<file path="config.mk">
export PLATFORM = sky130hd
export DESIGN_NAME = max_heap_priority_queue_unit
export DESIGN_NICKNAME = d
export VERILOG_FILES = /design/src/rtl/hpq_pkg.sv /design/src/rtl/hpq_ram.sv /design/src/rtl/hpq_pick.sv /design/src/rtl/max_heap_priority_queue_unit.sv
export SDC_FILE = /design/constraint.sdc
export NUM_CORES = 2
export LEC_CHECK = 0
export ABC_AREA = 1
export BUFFER_PORTS_ARGS = -buffer_cell sky130_fd_sc_hd__buf_2
export CAP_MARGIN = 20
export CORE_MARGIN = 2
export CORE_UTILIZATION = 45
export CTS_CLUSTER_DIAMETER = 200
export DETAILED_ROUTE_END_ITERATION = 10
export HOLD_SLACK_MARGIN = 0.08
export PLACE_DENSITY_LB_ADDON = 0.2
export REMOVE_ABC_BUFFERS = 1
export SLEW_MARGIN = 20
export SYNTH_ARGS = -nofsm -noshare
export SYNTH_HDL_FRONTEND = slang
export SYNTH_SLANG_ARGS = --single-unit
</file>
<file path="constraint.sdc">
create_clock -name clk -period 6.7 [get_ports clk]
set_input_delay 0.67 -clock clk [delete_from_list [all_inputs] [get_ports clk]]
set_output_delay 0.67 -clock clk [all_outputs]
set_load 0.01 [all_outputs]
</file>
<file path="src/rtl/hpq_pkg.sv">
`timescale 1ns / 1ps
// Shared constants for the max-heap priority queue.
package hpq_pkg;

  localparam int DEF_DEPTH    = 64;
  localparam int DEF_KEY_BITS = 16;
  localparam int DEF_TAG_BITS = 16;

  localparam int OP_W  = 2;
  localparam int ST_W  = 2;
  localparam int CAP_W = 7;

  localparam logic [CAP_W-1:0] CAP_RESET = 7'd64;

  localparam logic [OP_W-1:0] OP_INSERT = 2'd0;
  localparam logic [OP_W-1:0] OP_POP    = 2'd1;
  localparam logic [OP_W-1:0] OP_PEEK   = 2'd2;

  localparam logic [ST_W-1:0] ST_OK    = 2'd0;
  localparam logic [ST_W-1:0] ST_FULL  = 2'd1;
  localparam logic [ST_W-1:0] ST_EMPTY = 2'd2;

  typedef enum logic [1:0] {
    SEL_SELF,
    SEL_LEFT,
    SEL_RIGHT
  } sel_t;

endpackage

</file>
<file path="src/rtl/hpq_ram.sv">
`timescale 1ns / 1ps
// Generic single-write, single-read RAM with registered read data.
module hpq_ram #(
  parameter int WIDTH = 32,
  parameter int DEPTH = 64
) (
  input  logic                     clk,
  input  logic                     we,
  input  logic [$clog2(DEPTH)-1:0] waddr,
  input  logic [WIDTH-1:0]         wdata,
  input  logic [$clog2(DEPTH)-1:0] raddr,
  output logic [WIDTH-1:0]         rdata
);

  logic [WIDTH-1:0] mem [DEPTH];

  always_ff @(posedge clk) begin
    if (we) begin
      mem[waddr] <= wdata;
    end
    rdata <= mem[raddr];
  end

endmodule

</file>
<file path="src/rtl/hpq_pick.sv">
`timescale 1ns / 1ps
// Sift-down step: picks which of parent, left or right child holds the largest key.
module hpq_pick #(
  parameter int KEY_BITS = hpq_pkg::DEF_KEY_BITS
) (
  input  logic [KEY_BITS-1:0] mv_key,
  input  logic [KEY_BITS-1:0] l_key,
  input  logic [KEY_BITS-1:0] r_key,
  input  logic                l_ok,
  input  logic                r_ok,
  output hpq_pkg::sel_t       sel
);
  import hpq_pkg::*;

  logic [KEY_BITS-1:0] big_key;

  // strict compares: on equal keys the left child (or the parent) stays
  always_comb begin
    sel     = SEL_SELF;
    big_key = mv_key;
    if (l_ok && (l_key > mv_key)) begin
      sel     = SEL_LEFT;
      big_key = l_key;
    end
    if (r_ok && (r_key > big_key)) begin
      sel = SEL_RIGHT;
    end
  end

endmodule

</file>
<file path="src/rtl/max_heap_priority_queue_unit.sv">
`timescale 1ns / 1ps
// Top level of the binary max-heap priority queue.
//
//  channel   | signals                                  | handshake
//  ----------+------------------------------------------+----------------------------
//  command   | start, busy, operation, key, tag         | taken when start && !busy
//  result    | done, status, out_key, out_tag, count    | one-cycle strobe on done
//  config    | cfg_valid, cfg_ready, cfg_capacity       | written when valid && ready
//
// One request at a time. Refused, empty and unused-code requests strobe done in the cycle
// after acceptance; peek passes through S_ROOT, insert into a non-empty heap walks up
// through S_UP (and S_FIN at the root), pop passes S_ROOT and walks down through S_DOWN.
// Each heap level takes one read of the mirrored RAM pair, one compare, one write back.
// Reset clears the count; the heap RAM is not cleared. The result side cannot stall.
module max_heap_priority_queue_unit #(
  parameter int DEPTH    = hpq_pkg::DEF_DEPTH,
  parameter int KEY_BITS = hpq_pkg::DEF_KEY_BITS,
  parameter int TAG_BITS = hpq_pkg::DEF_TAG_BITS
) (
  input  logic                        clk,
  input  logic                        rst,
  input  logic                        start,
  output logic                        busy,
  input  logic [hpq_pkg::OP_W-1:0]    operation,
  input  logic [KEY_BITS-1:0]         key,
  input  logic [TAG_BITS-1:0]         tag,
  output logic                        done,
  output logic [hpq_pkg::ST_W-1:0]    status,
  output logic [KEY_BITS-1:0]         out_key,
  output logic [TAG_BITS-1:0]         out_tag,
  output logic [$clog2(DEPTH+1)-1:0]  count,
  input  logic                        cfg_valid,
  output logic                        cfg_ready,
  input  logic [hpq_pkg::CAP_W-1:0]   cfg_capacity
);
  import hpq_pkg::*;

  localparam int AW = $clog2(DEPTH);
  localparam int CW = $clog2(DEPTH + 1);
  localparam int IW = AW + 2;
  localparam int EW = (CW > CAP_W) ? CW : CAP_W;
  localparam int WW = KEY_BITS + TAG_BITS;

  localparam logic [2:0] S_IDLE = 3'd0;
  localparam logic [2:0] S_UP   = 3'd1;
  localparam logic [2:0] S_FIN  = 3'd2;
  localparam logic [2:0] S_ROOT = 3'd3;
  localparam logic [2:0] S_DOWN = 3'd4;

  logic [2:0]          state;
  logic [CAP_W-1:0]    capacity;
  logic                is_pop;
  logic [KEY_BITS-1:0] mv_key;
  logic [TAG_BITS-1:0] mv_tag;
  logic [AW-1:0]       idx;
  logic [AW-1:0]       pidx;
  logic                done_next;

  // RAM ports
  logic          we;
  logic [AW-1:0] waddr;
  logic [WW-1:0] wdata;
  logic [AW-1:0] raddr_a;
  logic [AW-1:0] raddr_b;
  logic [WW-1:0] rdata_a;
  logic [WW-1:0] rdata_b;

  logic [KEY_BITS-1:0] a_key;
  logic [TAG_BITS-1:0] a_tag;
  logic [KEY_BITS-1:0] b_key;
  logic [TAG_BITS-1:0] b_tag;

  logic          full;
  logic [AW-1:0] cnt_a;
  logic [AW-1:0] cnt_parent;
  logic [AW-1:0] last;
  logic [AW-1:0] pidx_parent;
  logic          up_swap;
  logic [IW-1:0] l_idx;
  logic [IW-1:0] r_idx;
  logic          l_ok;
  logic          r_ok;
  sel_t          sel;
  logic [AW-1:0] child;
  logic [IW-1:0] cl_idx;
  logic [IW-1:0] cr_idx;

  assign cfg_ready = 1'b1;
  assign busy      = (state != S_IDLE);

  assign a_key = rdata_a[WW-1:TAG_BITS];
  assign a_tag = rdata_a[TAG_BITS-1:0];
  assign b_key = rdata_b[WW-1:TAG_BITS];
  assign b_tag = rdata_b[TAG_BITS-1:0];

  // capacity above DEPTH saturates, so the count reaching DEPTH is full as well
  assign full = (EW'(count) >= EW'(capacity)) || (count == CW'(DEPTH));

  assign cnt_a       = count[AW-1:0];
  assign cnt_parent  = AW'(cnt_a - AW'(1)) >> 1;
  assign last        = AW'(count - CW'(1));
  assign pidx_parent = AW'(pidx - AW'(1)) >> 1;
  assign up_swap     = (a_key < mv_key);

  assign l_idx  = {1'b0, idx, 1'b1};
  assign r_idx  = IW'(l_idx + IW'(1));
  assign l_ok   = (l_idx < IW'(count));
  assign r_ok   = (r_idx < IW'(count));
  assign child  = (sel == SEL_LEFT) ? l_idx[AW-1:0] : r_idx[AW-1:0];
  assign cl_idx = {1'b0, child, 1'b1};
  assign cr_idx = IW'(cl_idx + IW'(1));

  hpq_pick #(
    .KEY_BITS (KEY_BITS)
  ) u_pick (
    .mv_key (mv_key),
    .l_key  (a_key),
    .r_key  (b_key),
    .l_ok   (l_ok),
    .r_ok   (r_ok),
    .sel    (sel)
  );

  // Two mirrored copies give two read ports for the child pair.
  hpq_ram #(
    .WIDTH (WW),
    .DEPTH (DEPTH)
  ) u_ram_a (
    .clk   (clk),
    .we    (we),
    .waddr (waddr),
    .wdata (wdata),
    .raddr (raddr_a),
    .rdata (rdata_a)
  );

  hpq_ram #(
    .WIDTH (WW),
    .DEPTH (DEPTH)
  ) u_ram_b (
    .clk   (clk),
    .we    (we),
    .waddr (waddr),
    .wdata (wdata),
    .raddr (raddr_b),
    .rdata (rdata_b)
  );

  always_comb begin
    we        = 1'b0;
    waddr     = idx;
    wdata     = {mv_key, mv_tag};
    raddr_a   = '0;
    raddr_b   = '0;
    done_next = 1'b0;
    case (state)
      S_IDLE: begin
        if (start) begin
          if (operation == OP_INSERT) begin
            waddr     = '0;
            wdata     = {key, tag};
            we        = !full && (count == '0);
            raddr_a   = cnt_parent;
            done_next = full || (count == '0);
          end else begin
            raddr_b   = last;
            done_next = (count == '0) ||
                        ((operation != OP_POP) && (operation != OP_PEEK));
          end
        end
      end
      S_UP: begin
        we        = 1'b1;
        done_next = !up_swap;
        if (up_swap) begin
          wdata   = rdata_a;
          raddr_a = pidx_parent;
        end
      end
      S_FIN: begin
        we        = 1'b1;
        done_next = 1'b1;
      end
      S_ROOT: begin
        raddr_a   = l_idx[AW-1:0];
        raddr_b   = r_idx[AW-1:0];
        done_next = !is_pop || (count == CW'(1));
      end
      S_DOWN: begin
        we        = 1'b1;
        done_next = (sel == SEL_SELF);
        case (sel)
          SEL_LEFT:  wdata = rdata_a;
          SEL_RIGHT: wdata = rdata_b;
          default:   wdata = {mv_key, mv_tag};
        endcase
        raddr_a = cl_idx[AW-1:0];
        raddr_b = cr_idx[AW-1:0];
      end
      default: begin
        we = 1'b0;
      end
    endcase
  end

  always_ff @(posedge clk) begin
    if (rst) begin
      state    <= S_IDLE;
      count    <= '0;
      capacity <= CAP_RESET;
      done     <= 1'b0;
    end else begin
      done <= done_next;
      if (cfg_valid && cfg_ready) begin
        capacity <= cfg_capacity;
      end
      case (state)
        S_IDLE: begin
          if (start) begin
            out_key <= '0;
            out_tag <= '0;
            is_pop  <= (operation == OP_POP);
            mv_key  <= key;
            mv_tag  <= tag;
            if (operation == OP_INSERT) begin
              if (full) begin
                status <= ST_FULL;
              end else begin
                status <= ST_OK;
                count  <= CW'(count + CW'(1));
                if (count != '0) begin
                  idx   <= cnt_a;
                  pidx  <= cnt_parent;
                  state <= S_UP;
                end
              end
            end else if ((operation == OP_POP) || (operation == OP_PEEK)) begin
              if (count == '0) begin
                status <= ST_EMPTY;
              end else begin
                status <= ST_OK;
                idx    <= '0;
                state  <= S_ROOT;
              end
            end else begin
              status <= ST_OK;
            end
          end
        end
        S_UP: begin
          if (up_swap) begin
            idx  <= pidx;
            pidx <= pidx_parent;
            if (pidx == '0) begin
              state <= S_FIN;
            end
          end else begin
            state <= S_IDLE;
          end
        end
        S_FIN: begin
          state <= S_IDLE;
        end
        S_ROOT: begin
          // RAM A holds the root, RAM B the last entry
          out_key <= a_key;
          out_tag <= a_tag;
          if (!is_pop || (count == CW'(1))) begin
            if (is_pop) begin
              count <= '0;
            end
            state <= S_IDLE;
          end else begin
            count  <= CW'(count - CW'(1));
            mv_key <= b_key;
            mv_tag <= b_tag;
            idx    <= '0;
            state  <= S_DOWN;
          end
        end
        S_DOWN: begin
          if (sel == SEL_SELF) begin
            state <= S_IDLE;
          end else begin
            idx <= child;
          end
        end
        default: begin
          state <= S_IDLE;
        end
      endcase
    end
  end

endmodule
</file>
==> qor.yml <==
arrival_ns: 7.08
io_buffers: 87
cts_tree: "yes"
synth.area.top_cells: "edfxtp_1, nand3_1, nand2_1"
clkPwrFrac: 0.200
startpoint_type: "flip-flop"
dieWidth_um: 519.0
path_clk_slew_ns: 0.06
finalHoldViolCount: 0
p_switching_mw: 30.44
yosys.area.top_type: "edfxtp_1"
hp-class: "primary input to flip-flop"
dieArea_mm2: 0.2694
fin_crit_sh: 0.9292
ant_nets: 0
viasPerCell: 6.309
cp_common_cell: "nand2_1"
drt_iter0_drc: 17040
grt_max_degree: 162
drc: 0
io_pins: 89
clock_skew_ns: 0.07948
fmax_mhz: 160.6
start_util: 0.4515
status: "finished clean"
relSlewSlack: 0.1682
synth_edf_count: 2126
max_stage_delay_ns: 0.69
busiest_layer: "met2"
antenna_found_initial: 11
gr-usage-all-layers: 0.3581
leakagePower_nw: 56.05
core_mm2: 0.2644
root_buffer: "clkbuf_16"
tightest_slew_ns: 1.245
cp_max_fo: 25
p_int_mw: 36.06
comb_power_share: 0.488
slew_viol_final: 0
clockBufferDepth: 3
cp-end-kind: "flip-flop"
grt_pass1_vias: 100300
die_height_um: 519.0
async_flop_share: 0
ys.flop_type: "edfxtp_1"
netlist_area_mm2: 0.1194
dp_slack_ns: 0.7642
dr.pass1.iters: 9
fin_setup_tns_ns: 0
stdcell_area_mm2: 0.1334
grt_pass1_wl_um: 709500
min_period_ns: 6.225
drt-total-wl_um: 498400
crit_slowest_cell: "dfxtp_1"
clk_latency_ns: 0.95
cap_violations: 0
ys_warn_count: 0
htree_levels: 4
syn_area_per_cell_um2: 8.913
setup_viol_count_final: 0
worst-setup-path-type: "flip-flop to flip-flop"
p_total_mw: 66.50
fin_nets: 13220
gp_congestion: 0.9571
grt_overflow: 0
seqPwrFrac: 0.312
use_met1: 0.4617
cts_made_buffers: 241
peakVddDrop_mv: 0.6982
switching_share: 0.4578
drive_above_1_share: 0.07566
synth_top_area_share: 0.5349
setup_ws_ns: 0.4745
dp_hpwl_um: 274600
synth_cell_types: 54
crit_required_ns: 7.55
area_growth_syn_to_layout_pct: 11.78
cts.repair.resized: 0
syn_inst: 13390
yosysSeqAreaShare: 0.5486
rsz0062_at_grt: "no"
grt_util_met2: 0.5394
post_drt_wl_per_cell_um: 29.56
holdWs_ns: 0.1128
post_dp_cell_area_mm2: 0.1253
vias: 106400
cts_hold_buffers: 23
powerDensity_mw_per_mm2: 498.4
cts_setup_buffers: 0
grtUsageMet3: 0.08897
synth-seq-cells: 2208
placementRows: 189
cts_sinks: 2208
==> final cells by class <==
| type | instances | area [µm²] |
|---|---|---|
| Multi-Input combinational cell | 9094 | 46370 |
| Inverter | 1074 | 4086 |
| Clock inverter | 154 | 1391 |
| Sequential cell | 2208 | 65480 |
| Clock buffer | 302 | 6391 |
| Antenna cell | 7 | 17.52 |
| Tap cell | 3533 | 4420 |
| Fill cell | 24150 | 131000 |
| Timing Repair Buffer | 490 | 5263 |
==> flip-flops by register name, indices dropped and copies added (netlist names), 16 cells and up <==
register and flops:
out_key 16, mv_key 16, u_ram_b.rdata 32, u_ram_a.rdata 32, u_ram_a.mem 32, mv_tag 16, out_tag 16, u_ram_b.mem 2016
==> layer usage <==
metal	share of wire	up-vias
met4	0.073	8
met2	0.43	8194
met3	0.13	1730
met1	0.36	51180
met5	0.000092	-
li1	-	45280
==> cell usage in the layout, fill, tap and decap left out, types with 49 or more instances in the layout <==
cell and instances:
o21ai_0 124, clkinv_1 62, clkbuf_16 242, nand3b_1 201, o21ai_1 111, clkinv_2 59
nand4_1 141, mux2i_1 646, nand2_1 3682, edfxtp_1 2126, nor2_1 447, nand3_1 3008
nor2_4 70, ha_1 62, buf_12 133, inv_1 1015, buf_4 243, a21oi_1 438
buf_2 87, clkbuf_1 49, dfxtp_1 82
==> cells by family after synthesis <==
kind of cell	share of synthesized area
xor gates and xnor gates	0.0007339
muxes	0.05418
DFF	0.5486
adders and majority gates	0.006499
AOI/OAI and AO/OA	0.03604
buffers and inverters	0.07330
and+or+nand+nor	0.2806
other	0.00003142
==> stage by stage <==
stage / cells / util
after floorplan: 12380 / -
after global placement: 16370 / 0.4738
after detailed placement: 16370 / 0.4740
after CTS: 16850 / 0.5043
after global routing: 16860 / 0.5046
final: 16860 / 0.5046
==> synthesized netlist by cell type (82+ instances only) <==
cell type / count
nand3_1: 3009
inv_1: 1021
buf_2: 425
clkbuf_1: 369
nand3b_1: 201
nand2_1: 3685
o21ai_1: 112
a21oi_1: 439
edfxtp_1: 2126
buf_1: 146
nand4_1: 141
mux2i_1: 646
nor2_1: 514
dfxtp_1: 82
o21ai_0: 124
==> path summary, 6_finish.rpt <==
kind	from	to	slack, ns	cells past startpoint
setup / recovery	u_ram_a.rdata[25]$_DFF_P_	u_ram_a.rdata[7]$_DFF_P_	0.47	33
hold / removal	key[2]	mv_key[2]$_DFFE_PP_	0.11	3
setup reg to reg	u_ram_a.rdata[25]$_DFF_P_	u_ram_a.rdata[7]$_DFF_P_	0.47	33
hold reg to reg	capacity[1]$_SDFFE_PP0P_	capacity[1]$_SDFFE_PP0P_	0.48	2
==> power by group through the flow <==
stage          clock [mW]  sequential (mW)  combinational (mW)
2_1_floorplan           0             21.2                19.3
3_3_place_gp            0             20.9                31.1
3_5_place_dp            0             21.0                31.4
4_1_cts              13.4             20.7                31.5
5_1_grt              13.9             20.7                34.2
6_report             13.3             20.7                32.5
==> critical path, delay by kind of cell (launching register included) <==
kind | cells | cell delay (ns)
adder cells (fa/ha/maj) | 3 | 1.01
AND/OR/NAND/NOR | 21 | 2.52
AO/OA/AOI/OAI | 3 | 0.56
flip-flops | 1 | 0.69
buffers and inverters | 6 | 1.30
Note: power is estimated with default switching activity, not from simulation.
